$ cat src/hdl/rau_pkg.sv
`timescale 1ns / 1ps
package rau_pkg;
	localparam int unsigned OPERAND_WIDTH_DEF = 32;
	localparam logic [1:0] FUNC_ADD = 2'd0;
	localparam logic [1:0] FUNC_SUB = 2'd1;
	localparam logic [1:0] FUNC_MUL = 2'd2;
	localparam logic [1:0] FUNC_DIV = 2'd3;
	localparam logic STATUS_OK = 1'b0;
	localparam logic STATUS_ZERO_DEN = 1'b1;
endpackage

$ cat src/hdl/rational_arith_unit.sv
`timescale 1ns / 1ps
// Sequence: three multiplies, then the sum is formed; unless the denominator is zero,
// one divider pass follows per Euclid step and two more for the reductions; busy stays
// high throughout.
// One transaction at a time. The result strobe lasts one cycle; the receiver
// cannot stall. Reset is asynchronous, active low, and returns the sequencer to idle.
module rational_arith_unit import rau_pkg::*; #(
	parameter int unsigned OPERAND_WIDTH = OPERAND_WIDTH_DEF
) (
	input  logic        clk,
	input  logic        arst_n,
	input  logic        start,
	output logic        busy,
	input  logic [1:0]  func,
	input  logic [31:0] a_numerator,
	input  logic [31:0] a_denominator,
	input  logic [31:0] b_numerator,
	input  logic [31:0] b_denominator,
	output logic        strobe,
	output logic [31:0] res_numerator,
	output logic [31:0] res_denominator,
	output logic        status
);
	localparam int unsigned W = OPERAND_WIDTH;
	localparam int unsigned P = 2 * W;
	localparam int unsigned N = P + 1;

	typedef enum logic [3:0] {
		ST_IDLE, ST_M0, ST_M1, ST_M2, ST_M3, ST_SUM, ST_GCD, ST_RN, ST_RD, ST_OUT
	} state_t;
	state_t state_q;

	logic [W-1:0] an_q, ad_q, bn_q, bd_q;
	logic an_s, ad_s, bn_s, bd_s;
	logic [1:0] func_q;
	logic [P-1:0] p0_q, p1_q;
	logic [N-1:0] nm_q, dm_q, ga_q, gb_q, gq_q;
	logic num_neg_q;
	logic [P-1:0] den_q;

	logic mgo, mdone;
	logic [W-1:0] mx, my;
	logic [P-1:0] mp;
	logic dgo, ddone;
	logic [N-1:0] dvd, dvs, dq, dr;

	function automatic logic [W-1:0] mag_of(input logic [W-1:0] v);
		return v[W-1] ? (~v + 1'b1) : v;
	endfunction

	rau_mul #(.W(W)) u_mul (.clk, .arst_n, .go(mgo), .x(mx), .y(my), .done(mdone), .p(mp));
	rau_div #(.N(N)) u_div (.clk, .arst_n, .go(dgo), .dividend(dvd), .divisor(dvs),
		.done(ddone), .quot(dq), .rem(dr));

	// pick multiplier operands by the state that issues the multiply
	always_comb begin
		mx = mag_of(an_q);
		my = mag_of(bd_q);
		case (state_q)
			ST_M1: begin
				mx = mag_of(bn_q); my = mag_of(ad_q);
			end
			ST_M2: begin
				mx = mag_of(ad_q);
				my = (func_q == FUNC_DIV) ? mag_of(bn_q) : mag_of(bd_q);
			end
			default: begin
				mx = mag_of(an_q);
				my = (func_q == FUNC_MUL) ? mag_of(bn_q) : mag_of(bd_q);
			end
		endcase
	end

	always_comb begin
		dvd = (state_q == ST_GCD) ? ga_q : (state_q == ST_RN ? nm_q : dm_q);
		dvs = (state_q == ST_GCD) ? gb_q : gq_q;
	end

	assign busy = (state_q != ST_IDLE);
	// kick the first multiply, then the next one after each of the first two finishes
	assign mgo  = (state_q == ST_M0) || ((state_q == ST_M1 || state_q == ST_M2) && mdone);

	logic [N-1:0] sa, sb, sum_mag;
	logic sa_neg, sb_neg, sum_neg;
	logic m1_neg, m2_neg;
	always_comb begin
		// sign of first and second product (second negated for subtraction)
		m1_neg = an_s ^ ((func_q == FUNC_MUL) ? bn_s : bd_s);
		m2_neg = bn_s ^ ad_s ^ (func_q == FUNC_SUB);
		sa = {1'b0, p0_q};
		sb = {1'b0, p1_q};
		sa_neg = m1_neg && (p0_q != '0);
		sb_neg = m2_neg && (p1_q != '0);
		if (func_q == FUNC_MUL || func_q == FUNC_DIV) begin
			sum_mag = sa; sum_neg = sa_neg;
		end else if (sa_neg == sb_neg) begin
			sum_mag = sa + sb; sum_neg = sa_neg;
		end else if (sa >= sb) begin
			sum_mag = sa - sb; sum_neg = sa_neg;
		end else begin
			sum_mag = sb - sa; sum_neg = sb_neg;
		end
	end

	logic den_neg;
	assign den_neg = ad_s ^ ((func_q == FUNC_DIV) ? bn_s : bd_s);
	logic [W-1:0] rn;
	assign rn = (num_neg_q != den_neg) ? (~dq[W-1:0] + 1'b1) : dq[W-1:0];

	// sequence multiplies, gcd and reduction; hold outputs
	always_ff @(posedge clk or negedge arst_n) begin
		if (!arst_n) begin
			state_q         <= ST_IDLE;
			strobe          <= 1'b0;
			dgo             <= 1'b0;
			p0_q            <= '0;
			p1_q            <= '0;
			den_q           <= '0;
			nm_q            <= '0;
			dm_q            <= '0;
			ga_q            <= '0;
			gb_q            <= '0;
			gq_q            <= '0;
			num_neg_q       <= 1'b0;
			res_numerator   <= '0;
			res_denominator <= '0;
			status          <= STATUS_OK;
		end else begin
			strobe <= 1'b0;
			dgo    <= 1'b0;
			case (state_q)
				ST_IDLE: if (start) state_q <= ST_M0;
				ST_M0: state_q <= ST_M1;
				ST_M1: if (mdone) begin
					p0_q <= mp; state_q <= ST_M2;
				end
				ST_M2: if (mdone) begin
					p1_q <= mp; state_q <= ST_M3;
				end
				ST_M3: if (mdone) begin
					den_q <= mp; state_q <= ST_SUM;
				end
				ST_SUM: begin
					nm_q <= sum_mag; num_neg_q <= sum_neg;
					dm_q <= {1'b0, den_q};
					ga_q <= sum_mag; gb_q <= {1'b0, den_q};
					if (den_q == '0) begin
						res_numerator <= '0; res_denominator <= '0;
						status <= STATUS_ZERO_DEN; strobe <= 1'b1;
						state_q <= ST_IDLE;
					end else begin
						dgo <= 1'b1; state_q <= ST_GCD;
					end
				end
				ST_GCD: if (ddone) begin
					if (dr == '0) begin
						gq_q <= gb_q; dgo <= 1'b1; state_q <= ST_RN;
					end else begin
						ga_q <= gb_q; gb_q <= dr; dgo <= 1'b1;
					end
				end
				ST_RN: if (ddone) begin
					res_numerator <= 32'(rn);
					dgo <= 1'b1; state_q <= ST_RD;
				end
				ST_RD: if (ddone) begin
					res_denominator <= 32'(dq[W-1:0]);
					status <= STATUS_OK; strobe <= 1'b1; state_q <= ST_IDLE;
				end
				default: state_q <= ST_IDLE;
			endcase
		end
	end

	// capture operands at start (the first step uses them in the following cycle)
	always_ff @(posedge clk) begin
		if (start && !busy) begin
			func_q <= func;
			an_q <= a_numerator[W-1:0]; ad_q <= a_denominator[W-1:0];
			bn_q <= b_numerator[W-1:0]; bd_q <= b_denominator[W-1:0];
		end
	end
	assign an_s = an_q[W-1];
	assign ad_s = ad_q[W-1];
	assign bn_s = bn_q[W-1];
	assign bd_s = bd_q[W-1];
endmodule

$ cat src/hdl/rau_mul.sv
`timescale 1ns / 1ps
// Bit-serial unsigned multiplier: one multiplier bit per cycle, shift-add.
module rau_mul import rau_pkg::*; #(
	parameter int unsigned W = OPERAND_WIDTH_DEF
) (
	input  logic             clk,
	input  logic             arst_n,
	input  logic             go,
	input  logic [W-1:0]     x,
	input  logic [W-1:0]     y,
	output logic             done,
	output logic [2*W-1:0]   p
);
	localparam int unsigned CW = $clog2(W + 1);
	logic [2*W-1:0] acc_q;
	logic [W-1:0]   yq_q;
	logic [W-1:0]   x_q;
	logic [CW-1:0]  cnt_q;
	logic           run_q;
	logic [W:0]     sum;

	// add multiplicand into the upper half, then shift right one bit
	assign sum = {1'b0, acc_q[2*W-1:W]} + (yq_q[0] ? {1'b0, x_q} : '0);

	always_ff @(posedge clk or negedge arst_n) begin
		if (!arst_n) begin
			run_q <= 1'b0;
			cnt_q <= '0;
			done  <= 1'b0;
		end else begin
			done <= 1'b0;
			if (go) begin
				run_q <= 1'b1;
				cnt_q <= CW'(W);
			end else if (run_q) begin
				cnt_q <= cnt_q - 1'b1;
				if (cnt_q == CW'(1)) begin
					run_q <= 1'b0;
					done  <= 1'b1;
				end
			end
		end
	end

	always_ff @(posedge clk) begin
		if (go) begin
			acc_q <= '0;
			x_q   <= x;
			yq_q  <= y;
		end else if (run_q) begin
			acc_q <= {sum, acc_q[W-1:1]};
			yq_q  <= yq_q >> 1;
		end
	end
	assign p = acc_q;
endmodule

$ cat src/hdl/rau_div.sv
`timescale 1ns / 1ps
// Restoring divider: one quotient bit per cycle.
module rau_div import rau_pkg::*; #(
	parameter int unsigned N = 2 * OPERAND_WIDTH_DEF + 1
) (
	input  logic         clk,
	input  logic         arst_n,
	input  logic         go,
	input  logic [N-1:0] dividend,
	input  logic [N-1:0] divisor,
	output logic         done,
	output logic [N-1:0] quot,
	output logic [N-1:0] rem
);
	localparam int unsigned CW = $clog2(N + 1);
	logic [N-1:0]  q_q;
	logic [N-1:0]  r_q;
	logic [N-1:0]  d_q;
	logic [CW-1:0] cnt_q;
	logic          run_q;
	logic [N:0]    trial;
	logic [N:0]    diff;

	assign trial = {r_q, q_q[N-1]};
	assign diff  = trial - {1'b0, d_q};

	always_ff @(posedge clk or negedge arst_n) begin
		if (!arst_n) begin
			run_q <= 1'b0;
			cnt_q <= '0;
			done  <= 1'b0;
		end else begin
			done <= 1'b0;
			if (go) begin
				run_q <= 1'b1;
				cnt_q <= CW'(N);
			end else if (run_q) begin
				cnt_q <= cnt_q - 1'b1;
				if (cnt_q == CW'(1)) begin
					run_q <= 1'b0;
					done  <= 1'b1;
				end
			end
		end
	end

	// shift in the next dividend bit, subtract when it fits
	always_ff @(posedge clk) begin
		if (go) begin
			q_q <= dividend;
			r_q <= '0;
			d_q <= divisor;
		end else if (run_q) begin
			if (!diff[N]) begin
				r_q <= diff[N-1:0];
				q_q <= {q_q[N-2:0], 1'b1};
			end else begin
				r_q <= trial[N-1:0];
				q_q <= {q_q[N-2:0], 1'b0};
			end
		end
	end
	assign quot = q_q;
	assign rem  = r_q;
endmodule

$ cat config.mk
export PLATFORM = sky130hd
export DESIGN_NAME = rational_arith_unit
export DESIGN_NICKNAME = d
export VERILOG_FILES = /design/src/hdl/rau_pkg.sv /design/src/hdl/rational_arith_unit.sv /design/src/hdl/rau_mul.sv /design/src/hdl/rau_div.sv
export SDC_FILE = /design/constraint.sdc
export NUM_CORES = 2
export LEC_CHECK = 0
export ABC_AREA = 0
export BUFFER_PORTS_ARGS = -buffer_cell sky130_fd_sc_hd__buf_2
export CORE_ASPECT_RATIO = 1.75
export CORE_MARGIN = 5
export CORE_UTILIZATION = 60
export DETAILED_ROUTE_END_ITERATION = 10
export PLACE_DENSITY_LB_ADDON = 0.15
export SYNTH_ARGS = -nofsm -noshare
export SYNTH_HDL_FRONTEND = slang
export SYNTH_SLANG_ARGS = --single-unit
$ cat constraint.sdc
create_clock -name clk -period 11.3 [get_ports clk]
set_input_delay 1.13 -clock clk [delete_from_list [all_inputs] [get_ports clk]]
set_output_delay 1.13 -clock clk [all_outputs]
set_load 0.02 [all_outputs]
Yosys cells after proc, flatten, opt, wreduce, memory -nomap -nowiden:

Index checks and enable logic that the tools add are counted.

* $lt $le $gt $ge: 1
* bitwise operators: 9
* reduce and logical (&&, ||, !) cells: 28
* muxes and demuxes: 72
* $add $sub $neg: 12
* eq/ne operators: 25

Operators with widths (count)
* 65-bit 2-to-1 mux: 13
* 32-bit 2-to-1 mux: 13
* 65-bit one-hot mux with 2 select lines: 2
* 32-bit one-hot mux with 2 select lines: 4
* 32-bit by 1-bit adder with 32-bit output, second input constant: 5
* 32-bit NOT: 5
* 64-bit by 64-bit subtractor with 65-bit output: 2
* 64-bit nonzero test: 2
* 66-bit by 65-bit subtractor with 66-bit output: 1
* 64-bit by 64-bit adder with 65-bit output: 1
* 65-bit logical NOT: 1
* 64-bit greater-or-equal comparator: 1
* 64-bit logical NOT: 1
* 4-bit one-hot mux with 9 select lines: 1
* 32-bit by 33-bit adder with 33-bit output: 1
* 4-bit 2-to-1 mux: 8
* 1-bit 2-to-1 mux: 23
* 4-bit by 3-bit == test with 1-bit output, second input constant: 4
* 7-bit 2-to-1 mux: 2
* 2-bit by 1-bit inequality test with 1-bit output, second input constant: 7
* 6-bit 2-to-1 mux: 2
* 3-bit AND reduction: 4
* 2-bit nonzero test: 5
* 4-bit by 2-bit == test with 1-bit output, second input constant: 2
* other kinds (22): 37

* input bits: 133
* word-level logic and storage cells: 179
* output and inout port bits: 67
* bits in registers: 1058

Logic depth before layout (Yosys ltp):

* depth after elaboration: 8
* depth in mapped cells: 18
* depth with buffers taken out: 16

Modules after synthesis:

A second synthesis with hierarchy kept.

* cells, all modules: 7151
* area, all modules: 65034.9 um^2

By module, submodules not included
* rational_arith_unit: instances 1, sequential area each 18617.9 um^2, area each 46100.5 um^2, cells each 5256
* rau_div: instances 1, sequential area each 5430.2 um^2, area each 12156.7 um^2, cells each 1285
* rau_mul: instances 1, sequential area each 3403.3 um^2, area each 6777.8 um^2, cells each 610

Worst setup path after synthesis:

OpenSTA, ideal clock, no wires.

* path kind: input to register
* from: in start
* to: reg ad_q[0], enable pin
* stages on the path: 1
* data arrival time: 4.156 ns
* setup slack: 6.638 ns
* setup time: 0.506 ns
* buffers on the path: 0
* required time: 10.794 ns
* cells stage by stage: and3_1

* longest elaborated chain between the ends: 1

RTL lines
* from (decl): line rational_arith_unit.sv:12 `input logic start,`
* 1-bit logical AND: line rational_arith_unit.sv:177 `if (start && !busy) begin`
* to (signal assigned): line rational_arith_unit.sv:179 `an_q <= a_numerator[W-1:0]; ad_q <= a_denominator[W-1:0];`
* to (decl): line rational_arith_unit.sv:33 `logic [W-1:0] an_q, ad_q, bn_q, bd_q;`

Every way passes these cells.
A chain may end at the register's enable or synchronous reset.

Worst setup path after layout:

* from: reg p1_q[19]
* to: reg ga_q[27]

* longest elaborated chain between the ends: 6
* elaborated cells between the ends (all ways): 11
* classes of those cells: add/sub (3); order compare (1); eq/ne (1); mux (4); reduce/logical (2)

RTL lines
* from (decl): line rational_arith_unit.sv:36 `logic [P-1:0] p0_q, p1_q;`
* from (signal assigned): line rational_arith_unit.sv:117 `p1_q <= '0;`
* from (signal assigned): line rational_arith_unit.sv:138 `p1_q <= mp; state_q <= ST_M3;`
* parallel branches: the longest is 3 deep, another holds 64-bit by 64-bit subtractor with 65-bit output
* 65-bit 2-to-1 mux (*): line rational_arith_unit.sv:96 `end else if (sa_neg == sb_neg) begin`
* 65-bit 2-to-1 mux (*): line rational_arith_unit.sv:94 `if (func_q == FUNC_MUL || func_q == FUNC_DIV) begin`
* 65-bit one-hot mux with 2 select lines (*): line rational_arith_unit.sv:131 `case (state_q)`
* to (signal assigned): line rational_arith_unit.sv:146 `ga_q <= sum_mag; gb_q <= {1'b0, den_q};`
* to (decl): line rational_arith_unit.sv:37 `logic [N-1:0] nm_q, dm_q, ga_q, gb_q, gq_q;`

Mark *: on every way between the ends.

==> impl_metrics.py <==
metrics = {
    "yosys": {
        "ys_ff_latch": 1058,
        "ys_types": 104,
        "ys_seq_area_share_pct": 42.3,
        "synth_xor_area_share_pct": 4.07,
        "synthCells": 7199,
        "synth_top_family_by_area": "compound AO/OA/AOI/OAI gates",
        "synthesis.nets": 7635,
        "synth.most_common_cell": "nand2_1",
        "synth-edff-count": 324,
        "yosys.area_share.simple_pct": 17.3,
        "muxShareOfSynthArea_pct": 8.70,
        "async_reset_ff_share_pct": 57.2,
        "synth_area_leader_cell": "dfrtp_1",
        "synth_compound_area_share_pct": 17.4,
        "yosys_warnings": 0,
        "synth.area.top_cells": "dfrtp_1, edfxtp_1, nand2_1",
        "yosysTopAreaCellShare_pct": 23.3,
        "netlist_area_sq_mm": 0.0649,
        "ys.flop_type": "dfrtp_1",
        "synth_fa_ha_area_share_pct": 5.90,
        "avgSynthCellArea_sq_um": 9.01,
        "synthTopCellsByCount": "nand2_1, dfrtp_1, nor2_1",
    },
    "clocking": {
        "cts_resized": 0,
        "clk_pin_slew_ps": 70,
        "root_buffer": "clkbuf_16",
        "post_cts_buffers": 0,
        "cts_buffers": 97,
        "cts_buffer_depth": 3,
        "cts_tree": "yes",
        "clk-insertion-delay-late_ps": 750,
        "holdBufCountCts": 0,
        "cts_htree_levels": 3,
        "clock-sinks": 1058,
    },
    "run": {
        "maxCapViolCount": 2,
    },
    "timing": {
        "fin_worst_skew_ps": 33.5,
        "slew_headroom_pct": -6.03,
        "setup_violations": 0,
        "timing.final.crit_period_ps": 6320,
        "rsz0062_at_grt": "no",
        "final_hold_viol_count": 0,
        "slew_viol_final": 5,
        "final.period_utilization_pct": 55.9,
        "fin_tns_setup_ps": 0,
        "fmax_mhz": 158,
        "max_slew.worst_pin.slew_ps": 1570,
    },
    "worst_setup_path": {
        "worst_path_max_delay_cell": "nor3_1",
        "crit_required_ps": 11970,
        "max_stage_delay_ps": 780,
        "crit_path_max_fanout": 35,
        "reg2reg_slack_ps": 4980,
        "criticalPathCategory": "reg -> reg",
        "startpoint_type": "flop",
        "crit_path_frequent_cell": "buf_4",
        "critPathArrivalTime_ps": 6980,
        "crit_chain": "ha_1 > nand4_1 > nor3_1 > nand2_1 > o21bai_2 > a2111o_1 > a21oi_4 > buf_4 > nor2_2 > buf_4 > o311ai_1 > xnor2_1 > mux2_2 > a21oi_1",
        "crit_buf_inv": 2,
        "cp-end-kind": "flop",
        "critPathTopFamily": "compound AO/OA/AOI/OAI gates",
    },
    "drt": {
        "wl_per_cell_um": 30.2,
        "routed_wl_um": 261000,
        "drc_errors": 0,
        "drt_iter0_drc": 6092,
        "dr.pass1.iters": 7,
        "vias": 58700,
        "ant_nets": 0,
        "via_per_inst": 6.79,
    },
    "placement": {
        "post_dp_cell_area_sq_mm": 0.0670,
        "place.gp.congestion": 1.12,
        "dp_hpwl_um": 196000,
        "place_inst": 8446,
        "numPortBuffers": 199,
    },
    "layout": {
        "drive_above_1_share_pct": 11.9,
        "layout.nets": 7613,
        "stdcell_area_sq_mm": 0.0703,
        "area_delta_synth_final_pct": 8.40,
        "fin_cells": 8636,
    },
    "power_and_ir_drop": {
        "power_uw": 7510,
        "power.leakage_uw": 0.0310,
        "cellPowerDensity_mw_per_mm2": 107,
        "irDropWorstVdd_uv": 126,
    },
    "floorplan": {
        "die_w_um": 259,
        "die-area_sq_mm": 0.115,
        "dieHeight_um": 445,
        "placementRows": 159,
        "io_pins": 200,
        "initial_core_util_pct": 60.4,
        "coreArea_sq_mm": 0.107,
    },
    "global_route": {
        "antenna_found_initial": 14,
        "grt_pass1_wl_um": 378000,
        "grt_pass1_vias": 58500,
        "grt_max_degree": 172,
        "track_usage_pct": 43.8,
        "grt_overflow": 0,
    },
    "min_path": {
        "hp-class": "in -> async",
    },
    "status": {
        "violations": "max-capacitance violations, max-slew violations",
        "status": "complete, but fails checks",
    },
}
worst register-to-register path, cell delays in order, from the launching register on:
cell      delay [ps]
dfrtp_1          560
ha_1             690
nand4_1          330
nor3_1           780
nand2_1          220
o21bai_2         280
a2111o_1         650
a21oi_4          490
buf_4            520
nor2_2           160
buf_4            270
o311ai_1         700
xnor2_1          120
mux2_2           320
a21oi_1          150
placed cells by master (no fill, tap or decap), types with 48 or more instances in the layout:
master	synthesis	layout
a21o_1	118	118
a21oi_1	440	440
a311oi_1	48	48
a31oi_1	123	122
and2_1	51	50
buf_2	34	198
buf_4	4	94
clkbuf_16	0	99
dfrtp_1	605	601
dfxtp_1	129	129
edfxtp_1	324	324
ha_1	298	298
inv_1	320	319
mux2_2	326	326
mux2i_1	196	196
nand2_1	1177	1172
nand3_1	116	113
nand4_1	90	90
nor2_1	555	552
nor3_1	110	110
nor4_1	107	102
o211ai_1	60	60
o21ai_0	440	439
o21bai_1	68	68
o31ai_1	91	89
or3_1	73	72
xnor2_1	146	144
xor2_1	152	151
final cells by class:
class | instances | area, sq um
Multi-Input combinational cell | 5402 | 34800
Inverter | 323 | 1210
Clock inverter | 63 | 719
Timing Repair Buffer | 295 | 1750
Sequential cell | 1058 | 27500
Clock buffer | 121 | 2620
Tap cell | 1368 | 1710
Antenna cell | 6 | 15.0
Fill cell | 8627 | 37100
worst paths after layout:
path / from / endpoint / cells past startpoint
max reg2reg: p1_q[19] / ga_q[27] / 14
max in group asynchronous: arst_n / state_q[0] / 3
min reg2reg: res_denominator[22] / res_denominator[22] / 2
min: arst_n / p1_q[45] / 1
max: p1_q[19] / ga_q[27] / 14
min in group clk: res_denominator[22] / res_denominator[22] / 2
cells by family (layout without fill, tap and decap cells):
| kind of cell | count (synthesis) | count (layout) |
|---|---|---|
| adders and majority gates | 303 | 303 |
| DFF | 1058 | 1058 |
| and+or+nand+nor | 2503 | 2503 |
| other | 0 | 6 |
| buffers and inverters | 739 | 802 |
| xor gates and xnor gates | 300 | 300 |
| muxes | 523 | 523 |
| AOI/OAI and AO/OA | 1773 | 1773 |
through the flow:
step                worst slack, ps  util, %  hold slack (ps)
floorplan                      6640        -              438
finish                         4980     65.5              394
CTS                            5280     65.5              440
global placement               5440     62.4              448
global route                   5030     65.5              474
detailed placement             5330     62.4              452
sequential cells by signal (all words and copies together) (netlist names), 7 cells and up:
signal / cells
u_mul.x_q: 32
u_div.cnt_q: 7
nm_q: 65
res_numerator: 32
gb_q: 65
u_div.rem: 65
u_div.quot: 65
an_q: 32
ga_q: 65
u_mul.p: 64
ad_q: 32
dm_q: 64
p0_q: 64
p1_q: 64
den_q: 64
res_denominator: 32
u_mul.yq_q: 32
bn_q: 32
u_div.d_q: 65
bd_q: 32
gq_q: 65
power breakdown:
group | leakage, uW | total [uW] | internal (uW) | switching, uW
logic | 0.0175 | 68.6 | 17.8 | 50.7
clock network | 0.00161 | 3510 | 1910 | 1600
registers | 0.0119 | 3930 | 3930 | 0
total | 0.0310 | 7510 | 5850 | 1650
metal layers:
metal | part of all wire (%) | GRT usage (%) | vias up
li1 | - | - | 25700
met2 | 48 | 74.8 | 3168
met1 | 31 | 44.1 | 28600
met5 | 0.041 | 0.421 | -
met4 | 13 | 42.6 | 8
met3 | 7.4 | 8.32 | 1192
Power figures use the tool's default switching activity.
